$ cat src/ttds_pkg.sv
// ----------------------------------------------------------------------------
// ttds_pkg
// Shared types and constants of the touch tap detector and scaler.
// ----------------------------------------------------------------------------
package ttds_pkg;

    localparam int VAL_W   = 32;
    localparam int SIZE_W  = 12;
    localparam int CMD_W   = 3;
    localparam int ADDR_W  = 5;
    localparam int PROD_W  = VAL_W + SIZE_W;
    localparam int CNT_W   = 6;

    localparam logic [CNT_W-1:0] MUL_STEPS = CNT_W'(SIZE_W);
    localparam logic [CNT_W-1:0] DIV_STEPS = CNT_W'(PROD_W);

    localparam logic [VAL_W-1:0]  RST_RAW_MIN = 32'd0;
    localparam logic [VAL_W-1:0]  RST_RAW_MAX = 32'd4095;
    localparam logic [SIZE_W-1:0] RST_WIDTH   = 12'd1200;
    localparam logic [SIZE_W-1:0] RST_HEIGHT  = 12'd1600;

    typedef enum logic [CMD_W-1:0] {
        CMD_POS_X   = 3'd0,
        CMD_POS_Y   = 3'd1,
        CMD_CONTACT = 3'd2,
        CMD_BUTTON  = 3'd3,
        CMD_SYNC    = 3'd4
    } t_cmd;

    typedef enum logic [2:0] {
        REG_RAW_MIN_X     = 3'd0,
        REG_RAW_MAX_X     = 3'd1,
        REG_RAW_MIN_Y     = 3'd2,
        REG_RAW_MAX_Y     = 3'd3,
        REG_SCREEN_WIDTH  = 3'd4,
        REG_SCREEN_HEIGHT = 3'd5
    } t_reg;

    typedef enum logic [6:0] {
        ST_IDLE = 7'b0000001,
        ST_PREP = 7'b0000010,
        ST_ABS  = 7'b0000100,
        ST_MUL  = 7'b0001000,
        ST_DIV  = 7'b0010000,
        ST_FIN  = 7'b0100000,
        ST_OUT  = 7'b1000000
    } t_state;

endpackage

$ cat src/touch_tap_detector_scaler_unit.sv
// ----------------------------------------------------------------------------
// touch_tap_detector_scaler_unit
// Tracks touch events and emits a screen-scaled tap on each release sync.
// ----------------------------------------------------------------------------
// Events are taken one word at a time. Position, contact and button events
// are registered when taken. A sync that sees a release (down at the previous
// sync, up now) scales X and then Y through one shared bit-serial unit: per
// axis the setup states PREP and ABS, a shift-add multiply, a restoring divide
// and a sign step in FIN; the tap word then waits in OUT while the previous
// tap word is still waiting on the output, and no event is taken
// meanwhile. Scaling is (raw - min) * size / (max - min), truncated toward
// zero and wrapped to 32 bits; a span of zero or less counts as 1.
// ----------------------------------------------------------------------------
module touch_tap_detector_scaler_unit (
    input  logic        i_clk,
    input  logic        i_rst_n,
    input  logic        s_axis_tvalid,
    output logic        s_axis_tready,
    input  logic [31:0] s_axis_tdata,   // [31:0] event_value
    input  logic [2:0]  s_axis_tuser,   // [2:0] cmd
    output logic        m_axis_tvalid,
    input  logic        m_axis_tready,
    output logic [63:0] m_axis_tdata,   // [31:0] tap_x, [63:32] tap_y
    input  logic        psel,
    input  logic        penable,
    input  logic        pwrite,
    input  logic [ttds_pkg::ADDR_W-1:0] paddr,
    input  logic [31:0] pwdata,
    output logic [31:0] prdata,
    output logic        pready
);

    localparam int VW = ttds_pkg::VAL_W;
    localparam int SW = ttds_pkg::SIZE_W;
    localparam int PW = ttds_pkg::PROD_W;
    localparam int CW = ttds_pkg::CNT_W;

    logic [VW-1:0] r_raw_min_x, r_raw_max_x, r_raw_min_y, r_raw_max_y;
    logic [SW-1:0] r_screen_width, r_screen_height;
    logic [VW-1:0] r_last_x, r_last_y;
    logic          r_contact, r_down_sync;

    ttds_pkg::t_state r_state, n_state;
    logic          r_axis, n_axis;
    logic [CW-1:0] r_cnt, n_cnt;
    logic [VW-1:0] r_diff, n_diff;
    logic [VW-1:0] r_span, n_span;
    logic [VW-1:0] r_mag, n_mag;
    logic          r_neg, n_neg;
    logic [VW-2:0] r_dvs, n_dvs;
    logic [SW-1:0] r_size, n_size;
    logic [PW-1:0] r_acc, n_acc;
    logic [VW-1:0] r_rem, n_rem;
    logic [VW-1:0] r_qx, n_qx;
    logic [VW-1:0] r_qy, n_qy;
    logic [VW-1:0] r_out_x, r_out_y;
    logic          r_out_valid;

    logic          w_in_acc, w_cfg_wr, w_out_load;
    logic [VW-1:0] w_raw, w_lo, w_hi, w_q;
    logic [SW-1:0] w_size;
    logic [VW:0]   w_trial;
    logic          w_qbit;
    logic          w_release;

    assign pready        = 1'b1;
    assign s_axis_tready = (r_state == ttds_pkg::ST_IDLE);
    assign w_in_acc      = s_axis_tvalid && s_axis_tready;
    assign w_cfg_wr      = psel && penable && pwrite && pready;
    assign m_axis_tvalid = r_out_valid;
    assign m_axis_tdata  = {r_out_y, r_out_x};
    assign w_release     = r_down_sync && !r_contact;
    assign w_out_load    = (r_state == ttds_pkg::ST_OUT) && (!r_out_valid || m_axis_tready);

    assign w_raw  = r_axis ? r_last_y        : r_last_x;
    assign w_lo   = r_axis ? r_raw_min_y     : r_raw_min_x;
    assign w_hi   = r_axis ? r_raw_max_y     : r_raw_max_x;
    assign w_size = r_axis ? r_screen_height : r_screen_width;

    assign w_trial = {1'b0, r_rem[VW-2:0], r_acc[PW-1]} - {2'b00, r_dvs};
    assign w_qbit  = !w_trial[VW];
    assign w_q     = r_neg ? (~r_acc[VW-1:0] + VW'(1)) : r_acc[VW-1:0];

    always_comb begin
        prdata = '0;
        unique case (ttds_pkg::t_reg'(paddr[4:2]))
            ttds_pkg::REG_RAW_MIN_X:     prdata = r_raw_min_x;
            ttds_pkg::REG_RAW_MAX_X:     prdata = r_raw_max_x;
            ttds_pkg::REG_RAW_MIN_Y:     prdata = r_raw_min_y;
            ttds_pkg::REG_RAW_MAX_Y:     prdata = r_raw_max_y;
            ttds_pkg::REG_SCREEN_WIDTH:  prdata = {{(32-SW){1'b0}}, r_screen_width};
            ttds_pkg::REG_SCREEN_HEIGHT: prdata = {{(32-SW){1'b0}}, r_screen_height};
            default:                     prdata = '0;
        endcase
    end

    always_comb begin
        n_state = r_state;
        n_axis  = r_axis;
        n_cnt   = r_cnt;
        n_diff  = r_diff;
        n_span  = r_span;
        n_mag   = r_mag;
        n_neg   = r_neg;
        n_dvs   = r_dvs;
        n_size  = r_size;
        n_acc   = r_acc;
        n_rem   = r_rem;
        n_qx    = r_qx;
        n_qy    = r_qy;
        unique case (r_state)
            ttds_pkg::ST_IDLE: begin
                if (w_in_acc && ttds_pkg::t_cmd'(s_axis_tuser) == ttds_pkg::CMD_SYNC
                        && w_release) begin
                    n_state = ttds_pkg::ST_PREP;
                    n_axis  = 1'b0;
                end
            end
            ttds_pkg::ST_PREP: begin
                n_diff  = w_raw - w_lo;
                n_span  = w_hi - w_lo;
                n_state = ttds_pkg::ST_ABS;
            end
            ttds_pkg::ST_ABS: begin
                n_neg   = r_diff[VW-1];
                n_mag   = r_diff[VW-1] ? (~r_diff + VW'(1)) : r_diff;
                n_dvs   = (r_span[VW-1] || r_span == '0) ? (VW-1)'(1) : r_span[VW-2:0];
                n_size  = w_size;
                n_acc   = '0;
                n_cnt   = ttds_pkg::MUL_STEPS - CW'(1);
                n_state = ttds_pkg::ST_MUL;
            end
            ttds_pkg::ST_MUL: begin
                n_acc  = {r_acc[PW-2:0], 1'b0} + (r_size[SW-1] ? {{SW{1'b0}}, r_mag} : '0);
                n_size = {r_size[SW-2:0], 1'b0};
                if (r_cnt == '0) begin
                    n_cnt   = ttds_pkg::DIV_STEPS - CW'(1);
                    n_rem   = '0;
                    n_state = ttds_pkg::ST_DIV;
                end else begin
                    n_cnt = r_cnt - CW'(1);
                end
            end
            ttds_pkg::ST_DIV: begin
                n_rem = w_qbit ? w_trial[VW-1:0] : {r_rem[VW-2:0], r_acc[PW-1]};
                n_acc = {r_acc[PW-2:0], w_qbit};
                if (r_cnt == '0) begin
                    n_state = ttds_pkg::ST_FIN;
                end else begin
                    n_cnt = r_cnt - CW'(1);
                end
            end
            ttds_pkg::ST_FIN: begin
                if (r_axis) begin
                    n_qy    = w_q;
                    n_state = ttds_pkg::ST_OUT;
                end else begin
                    n_qx    = w_q;
                    n_axis  = 1'b1;
                    n_state = ttds_pkg::ST_PREP;
                end
            end
            ttds_pkg::ST_OUT: begin
                if (w_out_load) begin
                    n_state = ttds_pkg::ST_IDLE;
                end
            end
            default: n_state = ttds_pkg::ST_IDLE;
        endcase
    end

    always_ff @(posedge i_clk) begin
        if (!i_rst_n) begin
            r_state         <= ttds_pkg::ST_IDLE;
            r_axis          <= 1'b0;
            r_cnt           <= '0;
            r_out_valid     <= 1'b0;
            r_raw_min_x     <= ttds_pkg::RST_RAW_MIN;
            r_raw_max_x     <= ttds_pkg::RST_RAW_MAX;
            r_raw_min_y     <= ttds_pkg::RST_RAW_MIN;
            r_raw_max_y     <= ttds_pkg::RST_RAW_MAX;
            r_screen_width  <= ttds_pkg::RST_WIDTH;
            r_screen_height <= ttds_pkg::RST_HEIGHT;
            r_last_x        <= '0;
            r_last_y        <= '0;
            r_contact       <= 1'b0;
            r_down_sync     <= 1'b0;
        end else begin
            r_state     <= n_state;
            r_axis      <= n_axis;
            r_cnt       <= n_cnt;
            r_out_valid <= w_out_load || (r_out_valid && !m_axis_tready);
            if (w_cfg_wr) begin
                unique case (ttds_pkg::t_reg'(paddr[4:2]))
                    ttds_pkg::REG_RAW_MIN_X:     r_raw_min_x     <= pwdata;
                    ttds_pkg::REG_RAW_MAX_X:     r_raw_max_x     <= pwdata;
                    ttds_pkg::REG_RAW_MIN_Y:     r_raw_min_y     <= pwdata;
                    ttds_pkg::REG_RAW_MAX_Y:     r_raw_max_y     <= pwdata;
                    ttds_pkg::REG_SCREEN_WIDTH:  r_screen_width  <= pwdata[SW-1:0];
                    ttds_pkg::REG_SCREEN_HEIGHT: r_screen_height <= pwdata[SW-1:0];
                    default: ;
                endcase
            end
            if (w_in_acc) begin
                unique case (ttds_pkg::t_cmd'(s_axis_tuser))
                    ttds_pkg::CMD_POS_X:   r_last_x    <= s_axis_tdata;
                    ttds_pkg::CMD_POS_Y:   r_last_y    <= s_axis_tdata;
                    ttds_pkg::CMD_CONTACT: r_contact   <= !s_axis_tdata[VW-1];
                    ttds_pkg::CMD_BUTTON:  r_contact   <= (s_axis_tdata != '0);
                    ttds_pkg::CMD_SYNC:    r_down_sync <= r_contact;
                    default: ;
                endcase
            end
        end
    end

    always_ff @(posedge i_clk) begin
        r_diff <= n_diff;
        r_span <= n_span;
        r_mag  <= n_mag;
        r_neg  <= n_neg;
        r_dvs  <= n_dvs;
        r_size <= n_size;
        r_acc  <= n_acc;
        r_rem  <= n_rem;
        r_qx   <= n_qx;
        r_qy   <= n_qy;
        if (w_out_load) begin
            r_out_x <= r_qx;
            r_out_y <= r_qy;
        end
    end

    a_out_from_fin: assert property (@(posedge i_clk) disable iff (!i_rst_n)
        $rose(r_out_valid) |-> $past(r_state == ttds_pkg::ST_OUT))
        else $error("tap word raised outside the output state");

    a_rem_below_divisor: assert property (@(posedge i_clk) disable iff (!i_rst_n)
        (r_state == ttds_pkg::ST_DIV) |-> (r_rem < {1'b0, r_dvs}))
        else $error("divide remainder not below divisor");

    a_divisor_nonzero: assert property (@(posedge i_clk) disable iff (!i_rst_n)
        (r_state == ttds_pkg::ST_MUL || r_state == ttds_pkg::ST_DIV) |-> (r_dvs != '0))
        else $error("zero divisor in scaling unit");

    a_busy_blocks_input: assert property (@(posedge i_clk) disable iff (!i_rst_n)
        (r_state == ttds_pkg::ST_IDLE && w_in_acc && w_release
            && ttds_pkg::t_cmd'(s_axis_tuser) == ttds_pkg::CMD_SYNC)
            |=> (!s_axis_tready && !r_axis))
        else $error("release sync did not start scaling");

endmodule
$ cat config.mk
export PLATFORM = sky130hd
export DESIGN_NAME = touch_tap_detector_scaler_unit
export DESIGN_NICKNAME = d
export VERILOG_FILES = /design/src/ttds_pkg.sv /design/src/touch_tap_detector_scaler_unit.sv
export SDC_FILE = /design/constraint.sdc
export NUM_CORES = 1
export LEC_CHECK = 0
export BUFFER_PORTS_ARGS = -buffer_cell sky130_fd_sc_hd__buf_2
export CELL_PAD_IN_SITES_DETAIL_PLACEMENT = 1
export CELL_PAD_IN_SITES_GLOBAL_PLACEMENT = 2
export CORE_ASPECT_RATIO = 0.7
export CORE_UTILIZATION = 30
export CTS_BUF_LIST = sky130_fd_sc_hd__clkbuf_2
export CTS_CLUSTER_SIZE = 24
export DETAILED_ROUTE_END_ITERATION = 8
export GPL_TIMING_DRIVEN = 1
export PLACE_DENSITY_LB_ADDON = 0.1
export SYNTH_ARGS = -nofsm -noshare
export SYNTH_HDL_FRONTEND = slang
export SYNTH_SLANG_ARGS = --single-unit
$ cat constraint.sdc
create_clock -name i_clk -period 7.73 [get_ports i_clk]
set_clock_uncertainty 0.2 [all_clocks]
set_input_delay 1.546 -clock i_clk [delete_from_list [all_inputs] [get_ports i_clk]]
set_output_delay 1.546 -clock i_clk [all_outputs]
set_load 0.005 [all_outputs]
==> summary.txt <==
Outcome
  – Status: finished clean

Critical path
  – R2R depth: 13
  – Max incr delay on CP: between 0.9 and 1 ns
  – Most common cell on crit path: a21oi_1
  – Critical path depth in cells: 13
  – CP Launch Point: r_axis$_SDFFE_PN0P_
  – Critical Path End: r_diff[31]$_DFFE_PP_
  – CP top delay family: compound AO/OA/AOI/OAI gates
  – Worst setup SP type: flop
  – CP arrival: roughly 6.7 ns
  – CP cell instances: buf_4, mux2i_1, ha_1, o21a_1, o31a_1, o311ai_0, a21oi_1, a31oi_1, o21ai_0, a211o_1, a221o_1, a21oi_1, xnor2_1
  – WS Path Type: reg -> reg
  – R2r setup slk: about 2.0 ns
  – Maximum fanout along the worst path: 36
  – Critical path endpoint category: flop
  – Reg-to-reg startpoint: r_axis$_SDFFE_PN0P_
  – Sum of buffers and inverters on the critical path: 1
  – Reg-to-Reg End: r_diff[31]$_DFFE_PP_
  – Slowest CP cell: o311ai_0
  – CP required: 8.69 ns

Power
  – Final Total Pwr: approximately 6 mW
  – Int Power: between 4 and 5 mW
  – Pwr Density: approximately 180 nW/um^2
  – Psw: between 1.5 and 2 mW
  – Peak supply drop: between 90 and 100 uV
  – Net Sw Frac: between 20 and 30%
  – Clock network power share: 38.4%
  – Flop pwr share: between 50% and 60%
  – P_leak: around 13 nW
  – Logic pwr share: about 7.6%

Global routing
  – Initial antenna violation count: 7
  – First-pass GRT wire length: around 150000 um
  – Largest net degree at the start of global routing: 132
  – Gr ovfl total: 0
  – Vias in the first global route: 25100
  – GRT Total Usage: between 10% and 20%

Synthesis
  – Yosys reg bits: between 500 and 600
  – Register area share after synthesis: around half
  – Ranking of synthesized cells by area: edfxtp_1 34%, dfxtp_1 16%, nand2_1 7.6%
  – Leading area contributor after synthesis: edfxtp_1
  – Ys async rst share: 0%
  – Post-synth EDFFs: 343
  – Synth Warn #: 0
  – Ys flop type: edfxtp_1
  – Count of unique library cells instantiated by Yosys: 69
  – Post-synthesis net count: ~3300
  – Mapped Cells: about 3100
  – Syn avg cell area: approximately 9.7 sq um
  – Area share of the largest cell type after synthesis: between 30% and 40%
  – Cell Area, Synth: 29900 sq um

Route
  – DR DRC count: 0
  – Total number of vias: about 24000
  – Drt total wl: around 100000 um
  – Drt wl/cell: ~21 um
  – DR vias/cell: roughly 5.0
  – Remaining antenna violation count: 0
  – Drt first pass iters: 5
  – Initial DRC Count: approximately 1300

Timing
  – Pins Over Slew Limit: 0
  – Final hold vios: 0
  – Setup TNS Final: 0 ns
  – Tcrit/Tclk final: approximately three quarters
  – Tightest Pin Transition: 1.16 ns
  – Final min period: ~5.8 ns
  – FMAX: around 0.17 GHz
  – Max-slew headroom: roughly a fifth
  – # setup viols final: 0
  – Unrepaired setup endpoints after global routing: no

Floorplanning
  – Top-Level Pins: 178
  – Die area: between 100000 and 150000 sq um
  – Die Span X: 379 um
  – Die extent in y: roughly 270 um
  – Starting Density: a little under a third
  – Row cnt: 96
  – Core area: 98400 sq um

Cells and area
  – Share of layout cells above drive strength 1: 16.2%
  – Filler Cell Count: ~11000
  – Final-stage net count: roughly 3600
  – Area delta synth->final: 14.6%

Clock tree
  – Post CTS Setup Buffer Count: 0
  – TritonCTS clock tree: done
  – Number of buffers created by CTS: around 160
  – Clk pin slew, worst setup/hold paths: between 0.1 and 0.15 ns
  – Sink Count: 576
  – Hold_buf cts: between 60 and 70
  – Clock Latency Late Sink: approximately 1.5 ns
  – Post-CTS resize count: 0
  – H-tree depth: 4
  – Root buffer cell: clkbuf_2
  – Max Buffers Root-to-Sink: 3

Hold path
  – Hold Crit Class: reg -> reg

Placed design
  – Gpl congestion: 0.842
  – IO Port Bufs: around 170
  – Detail Placement HPWL: 71300 um

Job
  – Max cap viols: 0
## registers in the layout, summed over array words and instances, names as in the netlist, 31 cells and up
| signal | flops |
|---|---|
| r_acc | 44 |
| r_diff | 32 |
| r_dvs | 31 |
| r_last_x | 32 |
| r_last_y | 32 |
| r_mag | 32 |
| r_out_x | 32 |
| r_out_y | 32 |
| r_qx | 32 |
| r_qy | 32 |
| r_raw_max_x | 32 |
| r_raw_max_y | 32 |
| r_raw_min_x | 32 |
| r_raw_min_y | 32 |
| r_rem | 31 |
| r_span | 32 |
## worst min path at each step
stage / startpoint / slack (ns) / depth (start not counted) / to
after floorplan: r_qx[0]$_DFFE_PP_ / 0.20 / 0 / r_out_x[0]$_DFFE_PP_
after CTS: s_axis_tdata[13] / 0.001 / 3 / r_last_x[13]$_SDFFE_PN0P_
after global placement: r_qy[14]$_DFFE_PP_ / 0.20 / 0 / r_out_y[14]$_DFFE_PP_
after detailed placement: r_qy[13]$_DFFE_PP_ / 0.21 / 0 / r_out_y[13]$_DFFE_PP_
final: r_qy[20]$_DFFE_PP_ / 0.18 / 0 / r_out_y[20]$_DFFE_PP_
after global routing: s_axis_tdata[13] / 0.03 / 3 / r_last_x[13]$_SDFFE_PN0P_
## power by group through the flow
stage | sequential, mW | combinational, mW | clock (mW)
2_1_floorplan | 3.33 | 0.259 | 0
3_3_place_gp | 3.34 | 0.430 | 0
3_5_place_dp | 3.34 | 0.437 | 0
4_1_cts | 3.27 | 0.465 | 2.46
5_1_grt | 3.27 | 0.498 | 2.60
6_report | 3.27 | 0.459 | 2.33
## logic make-up after synthesis
kind of cell             Yosys count  share of synthesized area, %
AO/OA/AOI/OAI                    742                          15.0
multiplexers                     154                          5.55
AND/OR/NAND/NOR                 1059                          15.9
XOR/XNOR                         172                          5.03
adder cells (fa/ha/maj)          131                          5.58
other                              1                        0.0125
flip-flops                       576                          50.0
buffers and inverters            235                          2.96
## area by class of cell
| type | count | area, sq um | area share [%] |
|---|---|---|---|
| inverter | 89 | 342 | 0.996 |
| clock buffer | 234 | 1170 | 3.42 |
| timing repair buffer | 261 | 1680 | 4.90 |
| clock inverter | 43 | 280 | 0.818 |
| multi-input combinational | 2259 | 14200 | 41.3 |
| tap | 1323 | 1660 | 4.83 |
| sequential | 576 | 15000 | 43.7 |
| antenna | 11 | 27.5 | 0.0803 |
## cells in the final DEF (no fill, tap or decap), types with 113 or more instances in the layout
cell type  instances
a21oi_1          332
nor2_1           116
dfxtp_1          232
xnor2_1          113
nand2_1          599
edfxtp_1         343
o21ai_0          126
buf_2            174
ha_1             127
clkbuf_2         234
## cells in the mapped netlist (13+ instances only)
cell type	count
nor2_1	118
nor4_1	22
nand2b_1	27
mux2_2	66
o21bai_1	20
a21oi_1	332
inv_1	88
o21ai_0	127
nand4_1	16
dfxtp_1	233
a211oi_1	14
a21o_1	52
mux2i_1	85
o31ai_1	22
o211ai_1	13
a31oi_1	20
nand2_1	605
a22oi_1	48
clkbuf_1	130
and2_1	74
or3_1	25
o21a_1	20
o22ai_1	13
ha_1	127
xor2_1	59
buf_1	15
nand3_1	66
xnor2_1	113
nor3_1	37
edfxtp_1	343
nor2b_1	21
## metrics by stage
| stage | instance area [sq um] | setup WS, ns | utilization, % | cells | hold WS [ns] |
|---|---|---|---|---|---|
| floorplan | 29900 | 1.09 | - | 3070 | 0.200 |
| finish | 34300 | 1.97 | 34.8 | 4796 | 0.179 |
| global route | 34300 | 1.69 | 34.8 | 4793 | 0.0348 |
| global placement | 32200 | 1.99 | 32.7 | 4446 | 0.203 |
| CTS | 34300 | 1.97 | 34.8 | 4785 | 0.00112 |
| detailed placement | 32200 | 1.99 | 32.7 | 4446 | 0.205 |
## layer usage
| layer | vias up | track usage [%] | routed length, um |
|---|---|---|---|
| li1 | 11600 | - | - |
| met1 | 11900 | 28.2 | 50300 |
| met2 | 433 | 29.4 | 43500 |
| met3 | 154 | 4.05 | 4380 |
| met4 | 2 | 7.13 | 2300 |
| met5 | - | 0 | 10 |
Power figures use the tool's default switching activity.
